===== src/ray_triangle_nearest_hit_defines.svh =====
// ----------------------------------------------------------------------------
// Ray/triangle nearest hit: assertion macros
// Shared concurrent assertion forms used by the top level.
// ----------------------------------------------------------------------------
`ifndef RAY_TRIANGLE_NEAREST_HIT_DEFINES_SVH
`define RAY_TRIANGLE_NEAREST_HIT_DEFINES_SVH

// same-cycle implication
`define RTNH_ASSERT_SAME(label, clk, rst, ante, cons, msg) \
   label: assert property (@(posedge clk) disable iff (rst) (ante) |-> (cons)) \
      else $error(msg);

// next-cycle implication
`define RTNH_ASSERT_NEXT(label, clk, rst, ante, cons, msg) \
   label: assert property (@(posedge clk) disable iff (rst) (ante) |=> (cons)) \
      else $error(msg);

`endif


===== src/rtnh_pkg.sv =====
// ----------------------------------------------------------------------------
// rtnh_pkg
// Types, widths and the product program of the ray/triangle hit engine.
// ----------------------------------------------------------------------------
package rtnh_pkg;

   localparam int MAX_TRIANGLES = 4096;
   localparam int FRAC_BITS     = 16;
   localparam int COORD_W       = 32;
   localparam int DIR_W         = 18;
   localparam int DIST_W        = 31;
   localparam int INDEX_W       = 12;
   localparam int CNT_W         = $clog2(MAX_TRIANGLES);

   localparam int DIFF_W    = COORD_W + 1;
   localparam int P_W       = DIR_W + DIFF_W + 1;
   localparam int Q_W       = 2 * DIFF_W + 1;
   localparam int DOT_W     = P_W + DIFF_W + 3;
   localparam int TN_W      = Q_W + DIFF_W + 2;
   localparam int ACC_W     = TN_W + 1;
   localparam int XS_W      = Q_W + DIFF_W;
   localparam int DIV_SHIFT = DIST_W - 1;
   localparam int SAT_SHIFT = DIST_W - FRAC_BITS;
   localparam int NUM_W     = (TN_W + FRAC_BITS > DOT_W + DIV_SHIFT) ?
                              TN_W + FRAC_BITS : DOT_W + DIV_SHIFT;
   localparam int DCNT_W    = $clog2(DIST_W);

   localparam logic [DIST_W-1:0] SAT_DIST = {DIST_W{1'b1}};

   localparam int CSR_ADDR_W = 5;
   localparam int CSR_DATA_W = 32;
   localparam logic [DIR_W-1:0] DIR_Z_RESET = DIR_W'(1 << FRAC_BITS);

   localparam int QUEUE_DEPTH = 2;
   localparam int QPTR_W      = $clog2(QUEUE_DEPTH);
   localparam int QCNT_W      = $clog2(QUEUE_DEPTH + 1);

   localparam int TERM_W = 5;
   localparam logic [TERM_W-1:0] LAST_TERM = TERM_W'(23);

   typedef enum logic [2:0] {
      REG_ORIGIN_X = 3'd0,
      REG_ORIGIN_Y = 3'd1,
      REG_ORIGIN_Z = 3'd2,
      REG_DIR_X    = 3'd3,
      REG_DIR_Y    = 3'd4,
      REG_DIR_Z    = 3'd5
   } reg_index_type;

   typedef enum logic [2:0] {
      ST_IDLE, ST_LOAD, ST_MUL, ST_NORM, ST_CHECK, ST_DIV, ST_UPDATE, ST_EMIT
   } back_state_type;

   typedef enum logic [3:0] {
      X_E2X, X_E2Y, X_E2Z, X_TVX, X_TVY, X_TVZ, X_PX, X_PY, X_PZ, X_QX, X_QY, X_QZ
   } xsel_type;

   typedef enum logic [3:0] {
      Y_DX, Y_DY, Y_DZ, Y_E1X, Y_E1Y, Y_E1Z, Y_TVX, Y_TVY, Y_TVZ, Y_E2X, Y_E2Y, Y_E2Z
   } ysel_type;

   typedef enum logic [3:0] {
      DST_NONE, DST_P0, DST_P1, DST_P2, DST_Q0, DST_Q1, DST_Q2,
      DST_D, DST_UN, DST_VN, DST_TN
   } dst_type;

   typedef struct packed {
      xsel_type xsel;
      ysel_type ysel;
      logic     neg;
      dst_type  dst;
   } term_type;

   typedef struct packed {
      logic [2:0][DIFF_W-1:0] e1;
      logic [2:0][DIFF_W-1:0] e2;
      logic [2:0][DIFF_W-1:0] tv;
      logic                   last;
   } trig_type;

   typedef struct packed {
      logic     valid;
      trig_type data;
   } queue_out_type;

   // P = dir x E2, Q = T x E1, then d = P.E1, un = P.T, vn = Q.dir, tn = Q.E2
   function automatic term_type term_of(input logic [TERM_W-1:0] idx);
      term_type t;
      unique case (idx)
         5'd0:    t = '{X_E2Z, Y_DY,  1'b0, DST_NONE};
         5'd1:    t = '{X_E2Y, Y_DZ,  1'b1, DST_P0};
         5'd2:    t = '{X_E2X, Y_DZ,  1'b0, DST_NONE};
         5'd3:    t = '{X_E2Z, Y_DX,  1'b1, DST_P1};
         5'd4:    t = '{X_E2Y, Y_DX,  1'b0, DST_NONE};
         5'd5:    t = '{X_E2X, Y_DY,  1'b1, DST_P2};
         5'd6:    t = '{X_TVY, Y_E1Z, 1'b0, DST_NONE};
         5'd7:    t = '{X_TVZ, Y_E1Y, 1'b1, DST_Q0};
         5'd8:    t = '{X_TVZ, Y_E1X, 1'b0, DST_NONE};
         5'd9:    t = '{X_TVX, Y_E1Z, 1'b1, DST_Q1};
         5'd10:   t = '{X_TVX, Y_E1Y, 1'b0, DST_NONE};
         5'd11:   t = '{X_TVY, Y_E1X, 1'b1, DST_Q2};
         5'd12:   t = '{X_PX,  Y_E1X, 1'b0, DST_NONE};
         5'd13:   t = '{X_PY,  Y_E1Y, 1'b0, DST_NONE};
         5'd14:   t = '{X_PZ,  Y_E1Z, 1'b0, DST_D};
         5'd15:   t = '{X_PX,  Y_TVX, 1'b0, DST_NONE};
         5'd16:   t = '{X_PY,  Y_TVY, 1'b0, DST_NONE};
         5'd17:   t = '{X_PZ,  Y_TVZ, 1'b0, DST_UN};
         5'd18:   t = '{X_QX,  Y_DX,  1'b0, DST_NONE};
         5'd19:   t = '{X_QY,  Y_DY,  1'b0, DST_NONE};
         5'd20:   t = '{X_QZ,  Y_DZ,  1'b0, DST_VN};
         5'd21:   t = '{X_QX,  Y_E2X, 1'b0, DST_NONE};
         5'd22:   t = '{X_QY,  Y_E2Y, 1'b0, DST_NONE};
         5'd23:   t = '{X_QZ,  Y_E2Z, 1'b0, DST_TN};
         default: t = '{X_E2X, Y_DX,  1'b0, DST_NONE};
      endcase
      return t;
   endfunction

endpackage


===== src/rtnh_req_if.sv =====
// ----------------------------------------------------------------------------
// rtnh_req_if
// Triangle channel: valid/ready with three vertices and a last flag.
// ----------------------------------------------------------------------------
interface rtnh_req_if;
   import rtnh_pkg::*;

   logic               valid;
   logic               ready;
   logic [COORD_W-1:0] vertex_a_x;
   logic [COORD_W-1:0] vertex_a_y;
   logic [COORD_W-1:0] vertex_a_z;
   logic [COORD_W-1:0] vertex_b_x;
   logic [COORD_W-1:0] vertex_b_y;
   logic [COORD_W-1:0] vertex_b_z;
   logic [COORD_W-1:0] vertex_c_x;
   logic [COORD_W-1:0] vertex_c_y;
   logic [COORD_W-1:0] vertex_c_z;
   logic               last_triangle;

   modport source (
      output valid, vertex_a_x, vertex_a_y, vertex_a_z, vertex_b_x, vertex_b_y,
             vertex_b_z, vertex_c_x, vertex_c_y, vertex_c_z, last_triangle,
      input  ready
   );

   modport sink (
      input  valid, vertex_a_x, vertex_a_y, vertex_a_z, vertex_b_x, vertex_b_y,
             vertex_b_z, vertex_c_x, vertex_c_y, vertex_c_z, last_triangle,
      output ready
   );
endinterface


===== src/rtnh_front.sv =====
// ----------------------------------------------------------------------------
// rtnh_front
// Accepts triangles, forms E1, E2 and T, and buffers them in a short queue.
// ----------------------------------------------------------------------------
module rtnh_front (
   input  logic                          clock,
   input  logic                          reset,
   input  logic [rtnh_pkg::COORD_W-1:0]  origin_x,
   input  logic [rtnh_pkg::COORD_W-1:0]  origin_y,
   input  logic [rtnh_pkg::COORD_W-1:0]  origin_z,
   rtnh_req_if.sink                      req,
   input  logic                          tri_pop,
   output rtnh_pkg::queue_out_type       q_out
);
   import rtnh_pkg::*;

   trig_type          queue_ff [QUEUE_DEPTH];
   logic [QPTR_W-1:0] wr_ptr_ff, wr_ptr_in;
   logic [QPTR_W-1:0] rd_ptr_ff, rd_ptr_in;
   logic [QCNT_W-1:0] count_ff, count_in;
   trig_type          entry;
   logic              push;
   logic              pop;
   logic [COORD_W-1:0] a_v [3];
   logic [COORD_W-1:0] b_v [3];
   logic [COORD_W-1:0] c_v [3];
   logic [COORD_W-1:0] o_v [3];

   assign a_v = '{req.vertex_a_x, req.vertex_a_y, req.vertex_a_z};
   assign b_v = '{req.vertex_b_x, req.vertex_b_y, req.vertex_b_z};
   assign c_v = '{req.vertex_c_x, req.vertex_c_y, req.vertex_c_z};
   assign o_v = '{origin_x, origin_y, origin_z};

   always_comb begin
      for (int i = 0; i < 3; i++) begin
         entry.e1[i] = {b_v[i][COORD_W-1], b_v[i]} - {a_v[i][COORD_W-1], a_v[i]};
         entry.e2[i] = {c_v[i][COORD_W-1], c_v[i]} - {a_v[i][COORD_W-1], a_v[i]};
         entry.tv[i] = {o_v[i][COORD_W-1], o_v[i]} - {a_v[i][COORD_W-1], a_v[i]};
      end
      entry.last = req.last_triangle;
   end

   assign req.ready   = (count_ff != QCNT_W'(QUEUE_DEPTH));
   assign push        = req.valid && req.ready;
   assign pop         = tri_pop && (count_ff != '0);
   assign q_out.valid = (count_ff != '0);
   assign q_out.data  = queue_ff[rd_ptr_ff];

   always_comb begin
      wr_ptr_in = wr_ptr_ff;
      rd_ptr_in = rd_ptr_ff;
      count_in  = count_ff;
      if (push) begin
         wr_ptr_in = (wr_ptr_ff == QPTR_W'(QUEUE_DEPTH - 1)) ? '0 : wr_ptr_ff + 1'b1;
      end
      if (pop) begin
         rd_ptr_in = (rd_ptr_ff == QPTR_W'(QUEUE_DEPTH - 1)) ? '0 : rd_ptr_ff + 1'b1;
      end
      if (push && !pop) begin
         count_in = count_ff + 1'b1;
      end else if (pop && !push) begin
         count_in = count_ff - 1'b1;
      end
   end

   always_ff @(posedge clock) begin
      if (reset) begin
         wr_ptr_ff <= '0;
         rd_ptr_ff <= '0;
         count_ff  <= '0;
      end else begin
         wr_ptr_ff <= wr_ptr_in;
         rd_ptr_ff <= rd_ptr_in;
         count_ff  <= count_in;
      end
   end

   always_ff @(posedge clock) begin
      if (push) begin
         queue_ff[wr_ptr_ff] <= entry;
      end
   end

endmodule


===== src/flat_wrapper.sv =====
// flat-port wrapper written by rule: the top's interface ports become plain ports
module rtnh_front_flat import rtnh_pkg::*;
  (clock, reset, origin_x, origin_y, origin_z, tri_pop, q_out, req_valid, req_vertex_a_x, req_vertex_a_y, req_vertex_a_z, req_vertex_b_x, req_vertex_b_y, req_vertex_b_z, req_vertex_c_x, req_vertex_c_y, req_vertex_c_z, req_last_triangle, req_ready);
  rtnh_req_if req_i ();
  input  logic clock;
  input  logic reset;
  input  logic [rtnh_pkg::COORD_W-1:0] origin_x;
  input  logic [rtnh_pkg::COORD_W-1:0] origin_y;
  input  logic [rtnh_pkg::COORD_W-1:0] origin_z;
  input  logic tri_pop;
  output rtnh_pkg::queue_out_type q_out;
  input wire logic [$bits(req_i.valid)-1:0] req_valid;
  input wire logic [$bits(req_i.vertex_a_x)-1:0] req_vertex_a_x;
  input wire logic [$bits(req_i.vertex_a_y)-1:0] req_vertex_a_y;
  input wire logic [$bits(req_i.vertex_a_z)-1:0] req_vertex_a_z;
  input wire logic [$bits(req_i.vertex_b_x)-1:0] req_vertex_b_x;
  input wire logic [$bits(req_i.vertex_b_y)-1:0] req_vertex_b_y;
  input wire logic [$bits(req_i.vertex_b_z)-1:0] req_vertex_b_z;
  input wire logic [$bits(req_i.vertex_c_x)-1:0] req_vertex_c_x;
  input wire logic [$bits(req_i.vertex_c_y)-1:0] req_vertex_c_y;
  input wire logic [$bits(req_i.vertex_c_z)-1:0] req_vertex_c_z;
  input wire logic [$bits(req_i.last_triangle)-1:0] req_last_triangle;
  output wire logic [$bits(req_i.ready)-1:0] req_ready;
  assign req_i.valid = req_valid;
  assign req_i.vertex_a_x = req_vertex_a_x;
  assign req_i.vertex_a_y = req_vertex_a_y;
  assign req_i.vertex_a_z = req_vertex_a_z;
  assign req_i.vertex_b_x = req_vertex_b_x;
  assign req_i.vertex_b_y = req_vertex_b_y;
  assign req_i.vertex_b_z = req_vertex_b_z;
  assign req_i.vertex_c_x = req_vertex_c_x;
  assign req_i.vertex_c_y = req_vertex_c_y;
  assign req_i.vertex_c_z = req_vertex_c_z;
  assign req_i.last_triangle = req_last_triangle;
  assign req_ready = req_i.ready;
  rtnh_front u_core (.clock(clock), .reset(reset), .origin_x(origin_x), .origin_y(origin_y), .origin_z(origin_z), .req(req_i), .tri_pop(tri_pop), .q_out(q_out));
endmodule

===== config.mk =====
export PLATFORM = sky130hd
export DESIGN_NAME = rtnh_front_flat
export DESIGN_NICKNAME = d
export VERILOG_FILES = /design/src/ray_triangle_nearest_hit_defines.svh /design/src/rtnh_pkg.sv /design/src/rtnh_req_if.sv /design/src/rtnh_front.sv /design/src/flat_wrapper.sv
export SDC_FILE = /design/constraint.sdc
export NUM_CORES = 1
export LEC_CHECK = 0
export BUFFER_PORTS_ARGS = -buffer_cell sky130_fd_sc_hd__buf_2
export CORE_MARGIN = 3
export CORE_UTILIZATION = 40
export CTS_CLUSTER_DIAMETER = 150
export DETAILED_ROUTE_END_ITERATION = 6
export PLACE_DENSITY = 0.66
export RECOVER_POWER = 100
export SETUP_SLACK_MARGIN = 0.4
export SLEW_MARGIN = 0
export SYNTH_ARGS = -nofsm -noshare
export SYNTH_HDL_FRONTEND = slang
export SYNTH_SLANG_ARGS = --single-unit

===== constraint.sdc =====
create_clock -name clock -period 26 [get_ports clock]
set_clock_uncertainty 0.1 [all_clocks]
set_input_delay 2.6 -clock clock [delete_from_list [all_inputs] [get_ports clock]]
set_output_delay 2.6 -clock clock [all_outputs]
set_load 0.005 [all_outputs]

# --- After elaboration in Yosys (flattened, before gate mapping) ---
# Memory sizes are Yosys's and may differ from the RTL's. A register that Yosys moved wholly into a read port is not among the register bits.
# Cells that the tools add are included.
classes:
  add_sub_neg: 13
  n_mul: 0
  div: 0
  n_lt_le_gt_ge: 0
  n_eq_ne: 1
  shift: 0
  n_mux: 8
  bitwise_logic: 0
  reduce_logical: 8
ops:
  columns: ["operator", "count"]
  rows:
  - ["$sub A32 B32 Y33", 9]
  - ["$mux W1", 6]
  - ["$logic_and A1 B1 Y1", 4]
  - ["$mux W2", 2]
  - ["$reduce_bool A2 Y1", 2]
  - ["$add A1 B1 Y1 const B", 2]
  - ["$add A2 B1 Y2 const B", 1]
  - ["$logic_not A1 Y1", 2]
  - ["$ne A2 B2 Y1 const B", 1]
  - ["$sub A2 B1 Y2 const B", 1]
totals:
  regBits: 4
  latchBits: 0
  ram_bits: 596
  mem_bits_ro: 0
  in_bits: 389
  out_inout_bits: 300
  wordCells: 34
  n_memories: 1
mem_list:
  columns: ["memory", "words", "word_bits", "rd", "rd_ports_with_merged_regs", "write_ports", "line", "text"]
  rows:
  - ["u_core.queue_ff", 2, 298, 1, 1, 1, "rtnh_front.sv:17", "trig_type queue_ff [QUEUE_DEPTH];"]

# --- Depth between registers and ports, before layout ---
logic_depth:
  depth_word: 6
  mapped_depth: 13
  mapped_depth_nobuf: 13

# --- Worst setup path before layout ---
# Ideal clock, no wire load.
synth_path:
  kind: "input to register"
  from: "input req_valid"
  to: "memory u_core.queue_ff[0][0] (netlist bit) (enable)"
  setup_time_ps: 963
  t_arrival_ps: 15026
  required_ps: 24937
  path_slack_ps: 9912
  path_stages: 2
  path_buffers: 0
  path_cell_list: "nand2_1 > nor2_1"
synth_via:
  elab_chain_cells: 3
synth_rtl:
  columns: ["item", "line", "text"]
  rows:
  - ["start: declaration", "flat_wrapper.sv:12", "input wire logic [$bits(req_i.valid)-1:0] req_valid;"]
  - ["$logic_and A1 B1 Y1", "rtnh_front.sv:44", "assign push = req.valid && req.ready;"]
  - ["$mux W1", "rtnh_front.sv:79", "if (push) begin"]
  - ["$mux W1 (not written as such)", "rtnh_front.sv:80", "queue_ff[wr_ptr_ff] <= entry;"]
  - ["end: declaration", "rtnh_front.sv:17", null]
# Every way passes these cells.

# --- Worst setup path after layout ---
layout_path:
  from: "input req_valid"
  to: "memory u_core.queue_ff[0][253] (netlist bit) (enable)"
# The elaborated chain is that of the path after synthesis.

==> flow_summary.json <==
{
  "fin_crit_sh_pct": 55.7,
  "synth_top_area_share_pct": 49.9,
  "rsz0062_at_grt": "false",
  "startpoint_type": "input pin",
  "dp_hpwl_um": 83900,
  "clockBufferDepth": 3,
  "violations": "capacitance limit, slew limit",
  "cts_resized": 0,
  "cts_tree": "yes",
  "area_delta_synth_final_pct": 18.6,
  "synthArstFlopShare_pct": 0,
  "synth-edff-count": 596,
  "period_minus_slack_ns": 14.48,
  "nNetsFinal": 4380,
  "die_h_um": 305,
  "pre_cts_ws_ns": 19.81,
  "ys_types": 94,
  "synth_top_area_cell": "edfxtp_1",
  "drive_gt1_share_pct": 23.4,
  "syn_area_mm2": 0.0359,
  "numCtsBuffers": 71,
  "setup_viol": 0,
  "core_mm2": 0.0886,
  "viasPerCell": 5.41,
  "io_pins": 689,
  "grt_util_met1_pct": 28.1,
  "cts_max_level": 3,
  "post_cts_buffers": 0,
  "wl_per_cell_um": 22.1,
  "met2_usage_pct": 37.4,
  "fin_setup_tns_ns": 0,
  "max_cap_violations": 11,
  "antenna_found_initial": 30,
  "yosysWarnings": 0,
  "ctsHoldBuffers": 0,
  "peakVddDrop_v": 0.0000577,
  "cts_sinks": 601,
  "drt_iter0_markers": 1777,
  "worstSkewPairLatency_ns": 0.62,
  "ys_seq_area_share_pct": 50.2,
  "route.detailed.drc": 0,
  "grt_usage_pct": 22.5,
  "crit_path_end_kind": "flip-flop",
  "fmax_mhz": 69.0,
  "dieArea_mm2": 0.0933,
  "clockRootBuffer": "clkbuf_16",
  "first_global_vias": 26400,
  "p_per_area_mw_per_mm2": 82.4,
  "path_clk_slew_ns": 0.06,
  "met3_usage_pct": 5.19,
  "min_path_type": "flip-flop to flip-flop",
  "setup_ws_ns": 11.52,
  "die_x_um": 305,
  "reg2reg_slack_ns": 13.01,
  "leakagePower_uw": 0.0174,
  "status": "finished with violations",
  "worstMarginPinSlew_ns": 8.26,
  "antenna_left": 0,
  "netlist_instances": 2981,
  "crit_path_max_fanout": 130,
  "drv_slew": 779,
  "grt_pass1_wl_um": 160000,
  "syn_avg_cell_area_um2": 12.0,
  "slew_headroom_pct": -451,
  "synth.area.top_cells": "edfxtp_1 50%, ha_1 10%, mux2_2 9.4%",
  "crit_type": "input pin to flip-flop",
  "core.rowCount": 109,
  "crit_required_ns": 25.88,
  "synth_nets": 3668,
  "hold_viol_final": 0,
  "arrival_ns": 14.36,
  "fillers": 8232,
  "grt_max_degree": 135,
  "ys_seq_elements": 601,
  "ys_top_cells_by_count": "596 x edfxtp_1, 298 x mux2_2, 289 x ha_1",
  "gr-total-overflow": 0,
  "io_buffers": 688,
  "synthFlopType": "edfxtp_1",
  "busiest_layer": "met2",
  "vias": 26700,
  "synth_most_common_cell": "edfxtp_1",
  "gp_routability_congestion": 0.942,
  "initial_core_util_pct": 40.5,
  "firstDrtPassIters": 5,
  "postRouteWirelength_um": 109000
}
-- path summary, 6_finish.rpt --
kind,startpoint,endpoint,cells past startpoint
min reg2reg,u_core.count_ff[1]$_SDFFE_PP0P_,u_core.count_ff[1]$_SDFFE_PP0P_,2
min,u_core.count_ff[1]$_SDFFE_PP0P_,u_core.count_ff[1]$_SDFFE_PP0P_,2
max,req_valid,u_core.queue_ff[0][253]$_DFFE_PP_,6
max reg2reg,u_core.count_ff[0]$_SDFFE_PP0P_,u_core.queue_ff[0][253]$_DFFE_PP_,6
-- sequential cells by signal (all words and copies together) (netlist names), named ones only --
name              flops
u_core.rd_ptr_ff      1
u_core.queue_ff     596
u_core.count_ff       2
u_core.wr_ptr_ff      1
-- layer usage --
layer | up-vias | wire length [µm]
met3 | 226 | 7950
met4 | 20 | 4860
met5 | - | 155
met1 | 12800 | 44700
li1 | 12700 | -
met2 | 953 | 51500
-- cell families after synthesis --
family / count (synthesis) / share of synthesized area (%)
flip-flops: 601 / 50.2
adder cells (fa/ha/maj): 298 / 10.6
buffers and inverters: 253 / 2.65
XOR/XNOR: 246 / 6.01
AO/OA/AOI/OAI: 721 / 13.6
AND/OR/NAND/NOR: 562 / 7.59
multiplexers: 300 / 9.41
-- worst max-delay path, stage by stage --
cell      delay [ns]
clkbuf_1        0.10
nand2_1         0.13
nor2_4          0.09
clkbuf_1        2.61
clkbuf_1        2.92
clkbuf_1        5.61
-- layout make-up --
| class | count | area [µm²] | area share, % |
|---|---|---|---|
| clock buffer | 84 | 1830 | 4.29 |
| sequential | 601 | 18000 | 42.3 |
| clock inverter | 45 | 474 | 1.11 |
| timing repair buffer | 699 | 3260 | 7.67 |
| tap | 1165 | 1460 | 3.43 |
| multi-input combinational | 2127 | 16700 | 39.4 |
| antenna | 20 | 50.0 | 0.118 |
| inverter | 193 | 724 | 1.70 |
-- cell usage in the layout (no fill, tap or decap), drive strengths merged, types with 10 or more instances in the layout --
cell,netlist,layout
a21oi,219,219
edfxtp,596,596
clkinv,0,33
buf,5,499
a31oi,24,24
o211ai,17,17
nand3,38,38
a21boi,12,12
o22ai,10,10
ha,289,289
diode,0,20
inv,193,196
and3,30,30
nand2b,31,31
clkbuf,55,284
o21bai,27,27
nor2,159,159
o21a,38,38
xor2,71,71
a211oi,26,26
xnor2,175,175
nor3,29,29
or3,15,15
o21ai,130,130
nand2,149,149
nor2b,43,43
nand4,25,25
a21o,132,132
mux2,298,298
-- stage by stage --
| step | utilization (%) | instances | hold WS [ns] | cell area (µm²) | power (µW) |
|---|---|---|---|---|---|
| 2_1_floorplan | - | 2981 | 0.361 | 35900 | 2120 |
| 3_3_place_gp | 45.9 | 4785 | 0.384 | 40700 | 2520 |
| 3_5_place_dp | 45.9 | 4785 | 0.393 | 40700 | 2540 |
| 4_1_cts | 48.5 | 4914 | 0.401 | 43000 | 3550 |
| 5_1_grt | 48.0 | 4927 | 0.450 | 42500 | 3680 |
| 6_report | 48.0 | 4934 | 0.398 | 42500 | 3500 |
-- report_power, final --
part | switching (µW) | total [µW] | internal, µW
Sequential | 46.5 | 1400 | 1350
Combinational | 653 | 1110 | 457
Clock | 409 | 994 | 585
Total | 1110 | 3500 | 2390
(Power assumes the default switching activity.)
